$ cat src/rtl/core/pas_pkg.sv
`default_nettype none

package pas_pkg;

	// Item codes
	localparam logic OP_SAMPLE = 1'b0;
	localparam logic OP_CLEAR  = 1'b1;

	// Register indexes on the configuration port
	localparam int CFG_IDX_W = 3;
	localparam logic [CFG_IDX_W-1:0] CFG_PED_EN   = 3'd0;
	localparam logic [CFG_IDX_W-1:0] CFG_ACT_EN   = 3'd1;
	localparam logic [CFG_IDX_W-1:0] CFG_AMP_MIN  = 3'd2;
	localparam logic [CFG_IDX_W-1:0] CFG_WIN_START = 3'd3;
	localparam logic [CFG_IDX_W-1:0] CFG_WIN_END  = 3'd4;
	localparam logic [CFG_IDX_W-1:0] CFG_DBNC_LIM = 3'd5;
	localparam int CFG_DATA_W = 8;

	// Register reset values
	localparam logic [7:0] AMP_MIN_RST   = 8'd30;
	localparam logic [4:0] WIN_START_RST = 5'd10;
	localparam logic [4:0] WIN_END_RST   = 5'd20;
	localparam logic [3:0] DBNC_LIM_RST  = 4'd5;

	// Activity window
	localparam int WINDOW_SAMPLES = 125;
	// Sums at or above this give an average over 255
	localparam logic [16:0] AVG_SAT_SUM = 17'(256 * WINDOW_SAMPLES);
	// Reciprocal of 125, exact for sums below AVG_SAT_SUM
	localparam int RECIP_SHIFT = 22;
	localparam logic [15:0] RECIP = 16'(((1 << RECIP_SHIFT) + WINDOW_SAMPLES - 1) / WINDOW_SAMPLES);

	typedef struct packed {
		logic       ped_en;
		logic       act_en;
		logic [7:0] amp_min;
		logic [4:0] win_start;
		logic [4:0] win_end;
		logic [3:0] dbnc_lim;
	} cfg_t;

	// Per-request strobes to the pedometer
	typedef struct packed {
		logic go;
		logic clr;
	} step_ctl_t;

	// Activity result for one sample
	typedef struct packed {
		logic       valid;
		logic [7:0] min;
		logic [7:0] max;
		logic [7:0] avg;
	} stats_t;

endpackage

`default_nettype wire

$ cat src/rtl/core/pedometer_and_activity_stats.sv
// A request waits in the input register until the result register is free or emptying.
// Throughput: one request per cycle unless out_stall holds a result; a new request is taken
// while a finished result still waits for the receiver, if the input register is free.
// Reset (arst_n low, asynchronous) clears all pipeline valids, the previous sample,
// pedometer and window state, and loads the registers with their defaults.
`default_nettype none

module pedometer_and_activity_stats (
	input  wire logic                              clk,
	input  wire logic                              arst_n,
	// configuration
	input  wire logic                              cfg_we,
	input  wire logic [pas_pkg::CFG_IDX_W-1:0]     cfg_index,
	input  wire logic [pas_pkg::CFG_DATA_W-1:0]    cfg_data,
	// sample requests
	input  wire logic                              in_valid,
	output logic                                   in_stall,
	input  wire logic                              op,
	input  wire logic signed [7:0]                 accel_x,
	input  wire logic signed [7:0]                 accel_y,
	input  wire logic signed [7:0]                 accel_z,
	// results
	output logic                                   out_valid,
	input  wire logic                              out_stall,
	output logic [15:0]                            step_count,
	output logic                                   walking,
	output logic                                   stats_valid,
	output logic [7:0]                             activity_min,
	output logic [7:0]                             activity_max,
	output logic [7:0]                             activity_avg
);

	pas_pkg::cfg_t      cfg_q;
	pas_pkg::step_ctl_t step_ctl;
	pas_pkg::stats_t    stats;

	logic              valid_s1, op_s1;
	logic signed [7:0] x_s1, y_s1, z_s1;
	logic signed [7:0] prev_x_q, prev_y_q, prev_z_q;
	logic signed [8:0] dx, dy, dz;
	logic              adv, sample, act_go;
	logic [15:0]       steps_next;
	logic              walking_next;

	logic              out_valid_q, walk_q, sv_q;
	logic [15:0]       step_q;
	logic [7:0]        min_q, max_q, avg_q;

	// Configuration registers
	always_ff @(posedge clk or negedge arst_n) begin
		if (!arst_n) begin
			cfg_q.ped_en    <= 1'b0;
			cfg_q.act_en    <= 1'b0;
			cfg_q.amp_min   <= pas_pkg::AMP_MIN_RST;
			cfg_q.win_start <= pas_pkg::WIN_START_RST;
			cfg_q.win_end   <= pas_pkg::WIN_END_RST;
			cfg_q.dbnc_lim  <= pas_pkg::DBNC_LIM_RST;
		end else if (cfg_we) begin
			case (cfg_index)
				pas_pkg::CFG_PED_EN:    cfg_q.ped_en    <= cfg_data[0];
				pas_pkg::CFG_ACT_EN:    cfg_q.act_en    <= cfg_data[0];
				pas_pkg::CFG_AMP_MIN:   cfg_q.amp_min   <= cfg_data[7:0];
				pas_pkg::CFG_WIN_START: cfg_q.win_start <= cfg_data[4:0];
				pas_pkg::CFG_WIN_END:   cfg_q.win_end   <= cfg_data[4:0];
				pas_pkg::CFG_DBNC_LIM:  cfg_q.dbnc_lim  <= cfg_data[3:0];
				default: ;
			endcase
		end
	end

	// Handshake: stage 1 moves on when the result register is free or emptying
	assign adv      = valid_s1 && (!out_valid_q || !out_stall);
	assign in_stall = valid_s1 && !adv;

	// Input register
	always_ff @(posedge clk or negedge arst_n) begin
		if (!arst_n)
			valid_s1 <= 1'b0;
		else if (!in_stall)
			valid_s1 <= in_valid;
	end

	always_ff @(posedge clk) begin
		if (in_valid && !in_stall) begin
			op_s1 <= op;
			x_s1  <= accel_x;
			y_s1  <= accel_y;
			z_s1  <= accel_z;
		end
	end

	// Request decode
	assign sample = adv && (op_s1 == pas_pkg::OP_SAMPLE) && (cfg_q.ped_en || cfg_q.act_en);
	assign step_ctl.go  = adv && (op_s1 == pas_pkg::OP_SAMPLE) && cfg_q.ped_en;
	assign step_ctl.clr = adv && (op_s1 == pas_pkg::OP_CLEAR);
	assign act_go = adv && (op_s1 == pas_pkg::OP_SAMPLE) && cfg_q.act_en;

	// Sample differences
	assign dx = 9'(x_s1) - 9'(prev_x_q);
	assign dy = 9'(y_s1) - 9'(prev_y_q);
	assign dz = 9'(z_s1) - 9'(prev_z_q);

	always_ff @(posedge clk or negedge arst_n) begin
		if (!arst_n) begin
			prev_x_q <= '0;
			prev_y_q <= '0;
			prev_z_q <= '0;
		end else if (sample) begin
			prev_x_q <= x_s1;
			prev_y_q <= y_s1;
			prev_z_q <= z_s1;
		end
	end

	pas_pedo u_pedo (
		.clk          (clk),
		.arst_n       (arst_n),
		.ctl          (step_ctl),
		.cfg          (cfg_q),
		.dy           (dy),
		.acc          (prev_y_q),
		.steps_next   (steps_next),
		.walking_next (walking_next)
	);

	pas_act u_act (
		.clk    (clk),
		.arst_n (arst_n),
		.go     (act_go),
		.dx     (dx),
		.dy     (dy),
		.dz     (dz),
		.stats  (stats)
	);

	// Result register
	always_ff @(posedge clk or negedge arst_n) begin
		if (!arst_n)
			out_valid_q <= 1'b0;
		else if (adv)
			out_valid_q <= 1'b1;
		else if (!out_stall)
			out_valid_q <= 1'b0;
	end

	always_ff @(posedge clk) begin
		if (adv) begin
			step_q <= steps_next;
			walk_q <= walking_next;
			sv_q   <= stats.valid;
			min_q  <= stats.min;
			max_q  <= stats.max;
			avg_q  <= stats.avg;
		end
	end

	assign out_valid    = out_valid_q;
	assign step_count   = step_q;
	assign walking      = walk_q;
	assign stats_valid  = sv_q;
	assign activity_min = min_q;
	assign activity_max = max_q;
	assign activity_avg = avg_q;

	// Checks
	a_stall_only_full: assert property (@(posedge clk) disable iff (!arst_n)
		in_stall |-> (valid_s1 && out_valid_q && out_stall))
		else $error("input stalled without a blocked result");

	a_adv_gives_result: assert property (@(posedge clk) disable iff (!arst_n)
		adv |=> out_valid_q)
		else $error("advanced request produced no result");

	a_clear_zeroes: assert property (@(posedge clk) disable iff (!arst_n)
		(adv && op_s1 == pas_pkg::OP_CLEAR) |=> (step_q == 16'd0))
		else $error("clear request left a nonzero step count");

	a_stats_order: assert property (@(posedge clk) disable iff (!arst_n)
		out_valid_q |-> (min_q <= max_q && avg_q >= min_q && avg_q <= max_q))
		else $error("window statistics out of order");

	a_stats_idle_zero: assert property (@(posedge clk) disable iff (!arst_n)
		(out_valid_q && !sv_q) |-> (max_q == 8'd0 && avg_q == 8'd0))
		else $error("statistics nonzero without a closed window");

endmodule

`default_nettype wire

$ cat src/rtl/core/pas_pedo.sv
`default_nettype none

module pas_pedo (
	input  wire logic               clk,
	input  wire logic               arst_n,
	input  wire pas_pkg::step_ctl_t ctl,
	input  wire pas_pkg::cfg_t      cfg,
	input  wire logic signed [8:0]  dy,
	input  wire logic signed [7:0]  acc,
	output logic [15:0]             steps_next,
	output logic                    walking_next
);

	typedef struct packed {
		logic [15:0] steps;
		logic [7:0]  dbc;
		logic        expect_hi;
		logic        walking;
	} ped_cnt_t;

	function automatic logic [6:0] age_inc(input logic [6:0] a);
		return (a == 7'h7f) ? a : a + 7'd1;
	endfunction

	// One judged peak window
	function automatic ped_cnt_t judge(input ped_cnt_t s, input logic good,
			input logic [3:0] lim);
		ped_cnt_t r;
		r = s;
		if (good) begin
			if (r.walking) begin
				r.steps = r.steps + 16'd1;
				r.dbc = {4'b0, lim};
			end else begin
				if (r.dbc != 8'hff)
					r.dbc = r.dbc + 8'd1;
				if (r.dbc >= {4'b0, lim}) begin
					r.walking = 1'b1;
					r.steps = r.steps + {8'b0, r.dbc};
				end
			end
			r.expect_hi = !r.expect_hi;
		end else if (r.dbc != 8'd0) begin
			r.dbc = r.dbc - 8'd1;
			if (r.dbc == 8'd0)
				r.walking = 1'b0;
		end
		return r;
	endfunction

	localparam logic signed [7:0] PEAK_FLOOR = -8'sd128;
	localparam logic signed [7:0] PEAK_CEIL  = 8'sd127;

	logic signed [1:0] last_dir_q, dir, last_dir_n;
	logic signed [7:0] ph_q, pl_q, ch_q, cl_q;
	logic signed [7:0] ph_n, pl_n, ch_n, cl_n;
	logic [6:0]        pha_q, pla_q, cha_q, cla_q;
	logic [6:0]        pha_n, pla_n, cha_n, cla_n;
	ped_cnt_t          cnt_q, cnt_n;
	logic              up_peak, down_peak;
	logic signed [9:0] amp_s, swing_hi, swing_lo;
	logic [6:0]        start_w, end_w;

	// Slope direction and peak detection
	always_comb begin
		if (dy > 9'sd0)
			dir = 2'sd1;
		else if (dy < 9'sd0)
			dir = -2'sd1;
		else
			dir = 2'sd0;
		up_peak   = !last_dir_q[1] && dir[1];
		down_peak = (last_dir_q <= 2'sd0) && (dir == 2'sd1);
	end

	assign amp_s   = $signed({2'b00, cfg.amp_min});
	assign start_w = {2'b00, cfg.win_start};
	assign end_w   = {2'b00, cfg.win_end};

	// Next pedometer state
	always_comb begin
		last_dir_n = last_dir_q;
		ph_n = ph_q;  pl_n = pl_q;  ch_n = ch_q;  cl_n = cl_q;
		pha_n = pha_q; pla_n = pla_q; cha_n = cha_q; cla_n = cla_q;
		cnt_n = cnt_q;
		swing_hi = '0;
		swing_lo = '0;
		if (ctl.clr) begin
			cnt_n.steps = '0;
		end else if (ctl.go) begin
			if (cnt_q.dbc != 8'd0) begin
				pha_n = age_inc(pha_q);
				pla_n = age_inc(pla_q);
				cha_n = age_inc(cha_q);
				cla_n = age_inc(cla_q);
				// high peak: improve the peak or track a candidate
				if (up_peak) begin
					if (pha_n < start_w) begin
						if (acc > ph_n) begin
							ph_n = acc;
							pha_n = '0;
							ch_n = PEAK_FLOOR;
							cha_n = '0;
						end
					end else if (pha_n <= end_w && acc > ch_n) begin
						ch_n = acc;
						cha_n = '0;
					end
				end
				// low peak
				if (down_peak) begin
					if (pla_n < start_w) begin
						if (acc < pl_n) begin
							pl_n = acc;
							pla_n = '0;
							cl_n = PEAK_CEIL;
							cla_n = '0;
						end
					end else if (pla_n <= end_w && acc < cl_n) begin
						cl_n = acc;
						cla_n = '0;
					end
				end
				// high window closed
				if (pha_n > end_w) begin
					swing_hi = 10'(ch_n) - 10'(pl_n);
					cnt_n = judge(cnt_n, cnt_n.expect_hi && (swing_hi > amp_s),
						cfg.dbnc_lim);
					ph_n = ch_n;
					pha_n = cha_n;
					ch_n = PEAK_FLOOR;
					cha_n = '0;
				end
				// low window closed
				if (pla_n > end_w) begin
					swing_lo = 10'(ph_n) - 10'(cl_n);
					cnt_n = judge(cnt_n, !cnt_n.expect_hi && (swing_lo > amp_s),
						cfg.dbnc_lim);
					pl_n = cl_n;
					pla_n = cla_n;
					cl_n = PEAK_CEIL;
					cla_n = '0;
				end
			end else begin
				// first peak starts the search
				if (up_peak) begin
					cnt_n.dbc = cnt_n.dbc + 8'd1;
					cnt_n.expect_hi = 1'b0;
					ph_n = acc;
					pha_n = '0;
					ch_n = PEAK_FLOOR;
					cha_n = '0;
				end
				if (down_peak) begin
					cnt_n.dbc = cnt_n.dbc + 8'd1;
					cnt_n.expect_hi = 1'b1;
					pl_n = acc;
					pla_n = '0;
					cl_n = PEAK_CEIL;
					cla_n = '0;
				end
			end
			last_dir_n = dir;
		end
	end

	// State registers
	always_ff @(posedge clk or negedge arst_n) begin
		if (!arst_n) begin
			last_dir_q <= '0;
			ph_q <= '0;
			pl_q <= '0;
			ch_q <= PEAK_FLOOR;
			cl_q <= PEAK_CEIL;
			pha_q <= '0;
			pla_q <= '0;
			cha_q <= '0;
			cla_q <= '0;
			cnt_q <= '0;
		end else begin
			last_dir_q <= last_dir_n;
			ph_q <= ph_n;
			pl_q <= pl_n;
			ch_q <= ch_n;
			cl_q <= cl_n;
			pha_q <= pha_n;
			pla_q <= pla_n;
			cha_q <= cha_n;
			cla_q <= cla_n;
			cnt_q <= cnt_n;
		end
	end

	assign steps_next   = cnt_n.steps;
	assign walking_next = cnt_n.walking;

endmodule

`default_nettype wire

$ cat src/rtl/core/pas_act.sv
`default_nettype none

module pas_act (
	input  wire logic               clk,
	input  wire logic               arst_n,
	input  wire logic               go,
	input  wire logic signed [8:0]  dx,
	input  wire logic signed [8:0]  dy,
	input  wire logic signed [8:0]  dz,
	output pas_pkg::stats_t         stats
);

	logic [6:0]  cnt_q, cnt_n;
	logic [16:0] sum_q, sum_n;
	logic [9:0]  min_q, min_n, max_q, max_n;
	logic [8:0]  ax, ay, az;
	logic [9:0]  delta;
	logic        close;
	logic [30:0] prod;

	// Activity delta |dx|+|dy|+|dz|
	assign ax = dx[8] ? 9'(-dx) : 9'(dx);
	assign ay = dy[8] ? 9'(-dy) : 9'(dy);
	assign az = dz[8] ? 9'(-dz) : 9'(dz);
	assign delta = 10'(ax) + 10'(ay) + 10'(az);

	// Window accumulation
	always_comb begin
		cnt_n = cnt_q;
		sum_n = sum_q;
		min_n = min_q;
		max_n = max_q;
		if (go) begin
			cnt_n = cnt_q + 7'd1;
			sum_n = sum_q + 17'(delta);
			if (delta < min_q)
				min_n = delta;
			if (delta > max_q)
				max_n = delta;
		end
	end

	assign close = go && (cnt_n >= 7'(pas_pkg::WINDOW_SAMPLES));

	// Average by reciprocal multiply, saturated
	assign prod = 31'(sum_n[14:0]) * 31'(pas_pkg::RECIP);

	always_comb begin
		stats = '0;
		if (close) begin
			stats.valid = 1'b1;
			stats.min = (|min_n[9:8]) ? 8'hff : min_n[7:0];
			stats.max = (|max_n[9:8]) ? 8'hff : max_n[7:0];
			if (sum_n >= pas_pkg::AVG_SAT_SUM)
				stats.avg = 8'hff;
			else
				stats.avg = prod[pas_pkg::RECIP_SHIFT +: 8];
		end
	end

	always_ff @(posedge clk or negedge arst_n) begin
		if (!arst_n) begin
			cnt_q <= '0;
			sum_q <= '0;
			min_q <= '1;
			max_q <= '0;
		end else if (close) begin
			cnt_q <= '0;
			sum_q <= '0;
			min_q <= '1;
			max_q <= '0;
		end else begin
			cnt_q <= cnt_n;
			sum_q <= sum_n;
			min_q <= min_n;
			max_q <= max_n;
		end
	end

endmodule

`default_nettype wire
$ cat config.mk
export PLATFORM = sky130hd
export DESIGN_NAME = pedometer_and_activity_stats
export DESIGN_NICKNAME = d
export VERILOG_FILES = /design/src/rtl/core/pas_pkg.sv /design/src/rtl/core/pedometer_and_activity_stats.sv /design/src/rtl/core/pas_pedo.sv /design/src/rtl/core/pas_act.sv
export SDC_FILE = /design/constraint.sdc
export NUM_CORES = 1
export LEC_CHECK = 0
export ABC_AREA = 1
export ABC_CLOCK_PERIOD_IN_PS = 21200
export BUFFER_PORTS_ARGS = -buffer_cell sky130_fd_sc_hd__buf_4
export CAP_MARGIN = 20
export CELL_PAD_IN_SITES_DETAIL_PLACEMENT = 1
export CELL_PAD_IN_SITES_GLOBAL_PLACEMENT = 1
export CORE_MARGIN = 1
export CORE_UTILIZATION = 52
export DETAILED_ROUTE_END_ITERATION = 6
export PLACE_DENSITY_LB_ADDON = 0.1
export SLEW_MARGIN = 5
export SYNTH_ARGS = -nofsm -noshare
export SYNTH_HDL_FRONTEND = slang
export SYNTH_SLANG_ARGS = --single-unit
$ cat constraint.sdc
create_clock -name clk -period 21.2 [get_ports clk]
set_clock_uncertainty 0.1 [all_clocks]
set_input_delay 2.12 -clock clk [delete_from_list [all_inputs] [get_ports clk]]
set_output_delay 2.12 -clock clk [all_outputs]
set_load 0.02 [all_outputs]
==> results of run 1 <==
==> logic make-up after synthesis <==
| group | count (synthesis) |
|---|---|
| AOI/OAI and AO/OA | 550 |
| xor gates and xnor gates | 116 |
| and+or+nand+nor | 1086 |
| DFF | 249 |
| buffers and inverters | 601 |
| adders and majority gates | 356 |
==> flip-flops by register name, indices dropped and copies added (netlist names), 8 cells and up <==
name,cells
prev_z_q,8
x_s1,8
activity_min,8
u_act.max_q,10
u_pedo.ch_q,8
u_pedo.cnt_q,26
u_act.sum_q,17
cfg_q,24
prev_x_q,8
activity_max,8
prev_y_q,8
u_pedo.cl_q,8
u_pedo.ph_q,8
y_s1,8
z_s1,8
u_pedo.pl_q,8
step_count,16
activity_avg,8
u_act.min_q,10
==> critical path: cells and delay by family, from the launching register on <==
family | cells | cell delay (ns)
xor gates and xnor gates | 2 | 0.38
adders and majority gates | 12 | 4.83
and+or+nand+nor | 17 | 1.87
AOI/OAI and AO/OA | 14 | 2.38
DFF | 1 | 0.48
buffers and inverters | 10 | 1.08
==> synthesized netlist by cell type, types with 14 or more instances <==
cell,n,area (um^2)
a21oi_1,180,901
a22oi_1,22,165
clkbuf_1,45,169
dfrtp_1,154,3850
dfstp_2,28,736
edfxtp_1,67,2010
fa_1,51,1020
ha_1,305,3820
inv_1,506,1900
inv_2,26,97.6
nand2_1,620,2330
nand2_2,30,188
nand3_1,149,746
nand3_2,17,170
nand4_1,32,200
nor2_1,138,518
nor3_1,25,125
o211ai_1,23,173
o21ai_0,196,981
o21ai_1,15,75.1
o21bai_1,15,113
o221ai_1,14,123
o22ai_1,24,150
or2_2,20,125
xnor2_1,29,254
xor2_1,87,762
==> path summary, 6_finish.rpt <==
check,endpoint,slack (ns),startpoint
hold reg to reg,u_pedo.cl_q[0],0.39,u_pedo.cl_q[0]
setup reg to reg,activity_avg[4],9.78,prev_y_q[1]
min in group asynchronous,u_pedo.cha_q[6],1.38,arst_n
setup / recovery,activity_avg[4],9.78,prev_y_q[1]
max in group asynchronous,prev_z_q[3],18.26,arst_n
hold / removal,u_pedo.cl_q[0],0.39,u_pedo.cl_q[0]
==> layout make-up <==
cell class,count,area [um^2],share of cell area [%]
Sequential cell,249,6600,26.2
Timing Repair Buffer,107,830,3.29
Inverter,537,2020,8.02
Tap cell,585,732,2.90
Multi-Input combinational cell,2108,14000,55.6
Clock buffer,39,836,3.32
Clock inverter,19,180,0.715
==> per-stage QoR <==
step | hold slack, ns | setup slack, ns | area [um^2] | util, %
after floorplan | 0.346 | 11.16 | 22900 | -
after global placement | 0.369 | 10.29 | 24200 | 55.9
after detailed placement | 0.379 | 9.85 | 24200 | 55.9
after CTS | 0.391 | 9.78 | 25200 | 58.2
after global routing | 0.411 | 8.85 | 25200 | 58.3
final | 0.386 | 9.78 | 25200 | 58.3
==> metal layers <==
| layer | share of wire [%] | GRT usage (%) |
|---|---|---|
| met5 | 0.014 | 0 |
| met4 | 2.5 | 8.80 |
| met3 | 3.9 | 3.63 |
| met2 | 50 | 56.9 |
| met1 | 44 | 41.0 |
==> results.md, run 1 <==
* Congestion Overflow GR: 0
* filler instances: 5504
* final-report hold violation count: 0
* number of remaining DRC errors: 0
* flops & latches, synth: 249
* Post-Synth Simple-Gate Area: 21.6%
* Synth-to-Final Area Change: 9.99%
* Inserted Clock Buffers: 31
* Clock Tree Buf Depth: 3
* number of antenna violations at the first check in global routing: 1
* pin count of the biggest net entering global routing: 68
* setup violators final: 0
* result of the run: finished clean
* XOR/XNOR Fraction of Synth Area: 4.43%
* vias per inst: 5.64
* number of cells on the worst hold path: 2
* total nets after synthesis: 3355
* post-detailed-placement half-perimeter wirelength: 55200 um
* critical path capture point type: register
* number of max-slew violations in the final report: 0
* IO buf count: 84
* Post-CTS Setup Bufs: 0
* number of antenna diodes: 0
* Synth async-reset ratio: 73.1%
* worst-margin pin slew: 0.946 ns
* number of placed I/O pins: 85
* Most common cell on crit path: inv_1
* Synthesis Warnings: 0
* worst reg2reg path depth: 55
* hold bufs inserted after CTS: 0
* number of flops mapped to enable cells by yosys: 67
* nets@finish: 3431
* post-synthesis instance area: 0.0229 mm^2
* die width: 212 um
* wirelength, routed: 71100 um
* worst min-delay path class: reg2reg
* Primary FF master, synth: dfrtp_1
* Synth Instances: 2958
* Netlist cell types: 69
* mux share of post-synthesis cell area: 0%
* setup repair after global routing missed its margin: no
* H-tree lvl count: 1
* Crit path required time: 21.45 ns
* maximum operating frequency: 87.6 MHz
* share of final-layout standard cells stronger than drive strength 1: 10.9%
* max_cap viols: 0
* cell with the biggest individual delay on the critical path: fa_1
* maximum fanout count along the critical path: 9
* number of global-route vias before repair: 22452
* Worst slew margin: 37.0%
* number of rows created at floorplan: 76
* largest family of logic cells by synthesized area: simple AND/OR/NAND/NOR gates
* complex-gate fraction of the synthesized area: 13.9%
* global-route wire length before repair: 115000 um
* share of the yosys chip area belonging to registers: 28.8%
* most frequent cells in the layout: nand2_1 (620), inv_1 (506), ha_1 (305)
* most frequent standard cell in the layout excluding fill and tap cells: nand2_1
* clock edge transition at the registers on the reported setup and hold paths: 0.06 ns
* TritonCTS clock tree: yes
* weighted congestion at the end of routability-driven global placement: 0.931
* first-pass detailed-route iteration total: 5
* antenna violation net count after detailed routing: 0
* combined global-route utilization of all metal layers: 32.1%
* post-route clock period utilization: 53.9%
* root buffer selected by CTS: clkbuf_16
* type of the worst setup path: reg2reg
* CP peak stage delay: 0.54 ns
* Post-Place Cells: 3585
* Clk Latency, worst-skew pair: 0.60 ns
* area enclosed by the die boundary: 0.0449 mm^2
* die height: 212 um
* fin crit period: 11.42 ns
* Routed wire per std cell: 19.5 um
* number of sinks driven by the clock tree: 249
* core region area: 0.0433 mm^2
* post-cts sizing count: 0
* mean instance size in the synthesized netlist: 7.75 um^2
* fraction of the mapped netlist area in adder cells: 21.1%
* TNS Setup: 0 ns
* via count of the routed design: 20541
* Worst setup SP type: register
* DRT iter0 DRCs: 1241
* Initial Utilization: 53.0%
* endpoint arrival time on the critical path: 11.67 ns
* Final Instance Count excl. Fillers: 3644
Power of run 1 is not shown: default switching activity piles up to over one toggle a cycle in this logic, so the estimate is an artifact.
==> run 2, diff against run 1 <==
--- a/config.mk
+++ b/config.mk
@@ -6,13 +6,13 @@
 export NUM_CORES = 1
 export LEC_CHECK = 0
 export ABC_AREA = 1
-export ABC_CLOCK_PERIOD_IN_PS = 21200
+export ABC_CLOCK_PERIOD_IN_PS = 9450
 export BUFFER_PORTS_ARGS = -buffer_cell sky130_fd_sc_hd__buf_4
 export CAP_MARGIN = 20
 export CELL_PAD_IN_SITES_DETAIL_PLACEMENT = 1
 export CELL_PAD_IN_SITES_GLOBAL_PLACEMENT = 1
 export CORE_MARGIN = 1
-export CORE_UTILIZATION = 52
+export CORE_UTILIZATION = 44
 export DETAILED_ROUTE_END_ITERATION = 6
 export PLACE_DENSITY_LB_ADDON = 0.1
 export SLEW_MARGIN = 5
==> constraint.sdc (replaced) <==
create_clock -name clk -period 9.45 [get_ports clk]
set_clock_uncertainty 0.1 [all_clocks]
set_input_delay 0.945 -clock clk [delete_from_list [all_inputs] [get_ports clk]]
set_output_delay 0.945 -clock clk [all_outputs]
set_load 0.02 [all_outputs]
==> run 2 against run 1 <==
- the run now ends with setup timing left
- worst setup slack got worse by 11 ns
- first-iteration DRC count fell by 24%
- register-to-register slack got worse by 11 ns
- via count rose by 4.2%
- non-clock buffer count rose by 223
==> results.md, run 2 (synthesis gave the netlist of run 1 again) <==
* Post-Place Cells: 3871, +8.0%
* number of rows created at floorplan: 83, +9.2%
* critical path capture point type: register
* hold bufs inserted after CTS: 0, unchanged
* Worst setup SP type: register
* endpoint arrival time on the critical path: 10.42 ns, -1.25 ns
* number of global-route vias before repair: 22894, +2.0%
* post-detailed-placement half-perimeter wirelength: 58300 um, +5.7%
* root buffer selected by CTS: clkbuf_16
* Routed wire per std cell: 19.1 um, -2.1%
* core region area: 0.0514 mm^2, +19%
* filler instances: 6318, +15%
* number of remaining DRC errors: 0, unchanged
* violated checks: setup timing
* IO buf count: 84, unchanged
* weighted congestion at the end of routability-driven global placement: 0.894, -4.1%
* Congestion Overflow GR: 0, unchanged
* Initial Utilization: 44.6%, -8.4 points
* number of placed I/O pins: 85, unchanged
* Biggest register: u_pedo.cnt_q
* global-route wire length before repair: 119000 um, +2.8%
* CP peak stage delay: 0.54 ns, about the same
* DRT iter0 DRCs: 948, -24%
* TNS Setup: -4.41 ns, -4.41 ns
* worst hold margin: 0.365 ns, -0.0211 ns
* most frequent standard cell in the layout excluding fill and tap cells: nand2_1
* largest registers: u_pedo.cnt_q: 26 flops, cfg_q: 24 flops, u_act.sum_q: 17 flops
* least setup slack across all paths after layout: -0.723 ns, -10.50 ns
* maximum operating frequency: 98.3 MHz, +12%
* pin count of the biggest net entering global routing: 95, +40%
* setup repair after global routing missed its margin: yes
* most frequent cells in the layout: nand2_1 (605), inv_1 (488), buf_4 (324)
* via count of the routed design: 21394, +4.2%
* fin crit period: 10.17 ns, -1.25 ns
* worst min-delay path class: in2async
* share of final-layout standard cells stronger than drive strength 1: 21.3%, +10 points
* Seq. cell area: 0.00660 mm^2, about the same
* multi-input combinational cell area: 0.0148 mm^2, +5.4%
* area enclosed by the die boundary: 0.0530 mm^2, +18%
* setup violators final: 8, +8
* die height: 230 um, +8.6%
* die width: 230 um, +8.6%
* Worst slew margin: 29.2%, -7.8 points
* first-pass detailed-route iteration total: 4, -1
* antenna violation net count after detailed routing: 0, unchanged
* Final Instance Count excl. Fillers: 3961, +8.7%
* Clock Tree Buf Depth: 3, unchanged
* nets@finish: 3654, +6.5%
* max_cap viols: 0, unchanged
* number of sinks driven by the clock tree: 249, unchanged
* worst-margin pin slew: 1.05 ns, +0.106 ns
* vias per inst: 5.40, -4.2%
* final-report hold violation count: 0, unchanged
* number of antenna diodes: 0, unchanged
* Inserted Clock Buffers: 31, unchanged
* Crit path required time: 9.70 ns, -11.75 ns
* clock edge transition at the registers on the reported setup and hold paths: 0.06 ns, about the same
* post-route clock period utilization: 108%, +54 points
* cell with the biggest individual delay on the critical path: fa_1
* result of the run: complete, but fails checks
* Clk Latency, worst-skew pair: 0.59 ns, about the same
* number of max-slew violations in the final report: 0, unchanged
* TritonCTS clock tree: yes
* Most common cell on crit path: inv_1
* Synth-to-Final Area Change: 21.0%
* type of the worst setup path: reg2reg
* H-tree lvl count: 1, unchanged
* maximum fanout count along the critical path: 4, -5
* wirelength, routed: 75700 um, +6.5%
* number of antenna violations at the first check in global routing: 0, -1
* combined global-route utilization of all metal layers: 27.6%, -4.5 points
* number of flip-flops under the largest register name: 26, unchanged
==> run 2: metal layers <==
metal  routed length [um]  vias up  global-route usage [%]  share of wire, %
li1                     -    10297                       -                 -
met1                33000    10606                    34.9                44
met2                38200      363                    49.9                51
met3                 2250      128                    2.60               3.0
met4                 2210        0                    7.55               2.9
met5                    0        -                       0                 0
==> run 2: worst paths after layout <==
check / start / to / slack (ns) / cells after the start
max: y_s1[0] / activity_avg[3] / -0.72 / 60
min: arst_n / u_pedo.cha_q[2] / 0.36 / 1
max reg2reg: y_s1[0] / activity_avg[3] / -0.72 / 60
min reg2reg: cfg_q[15] / cfg_q[15] / 0.39 / 2
max in group asynchronous: arst_n / u_pedo.cnt_q[2] / 7.64 / 2
min in group clk: cfg_q[15] / cfg_q[15] / 0.39 / 2
==> run 2: what timing repair did <==
action	in CTS	in global routing
endpoints found under the setup margin	8	42
pin swaps	69	54
gates resized for setup	60	99
hold endpoints to repair	0	0
buffers inserted	19	13
==> run 2: layout make-up <==
type | instances | area share, %
Timing Repair Buffer | 330 | 9.08
Clock inverter | 10 | 0.221
Tap cell | 680 | 3.07
Sequential cell | 249 | 23.8
Inverter | 537 | 7.31
Clock buffer | 47 | 3.23
Multi-Input combinational cell | 2108 | 53.3
==> run 2: worst max-delay path: cells and delay by family, from the launching register on <==
kind                       cells  cell delay [ns]
and+or+nand+nor               14             1.28
AOI/OAI and AO/OA             17             2.35
adders and majority gates     13             4.43
buffers and inverters         14             0.98
xor gates and xnor gates       2             0.41
DFF                            1             0.41
==> run 2: through the flow <==
stage / setup slack, ns / instance area, um^2 / utilization [%]
6_report: -0.723 / 27700 / 53.9
5_1_grt: -1.24 / 27700 / 53.9
4_1_cts: -0.599 / 27200 / 52.9
3_5_place_dp: -0.991 / 25800 / 50.2
3_3_place_gp: -0.515 / 25800 / 50.2
2_1_floorplan: -0.112 / 23000 / -
Power of run 2 is left out for the same reason.
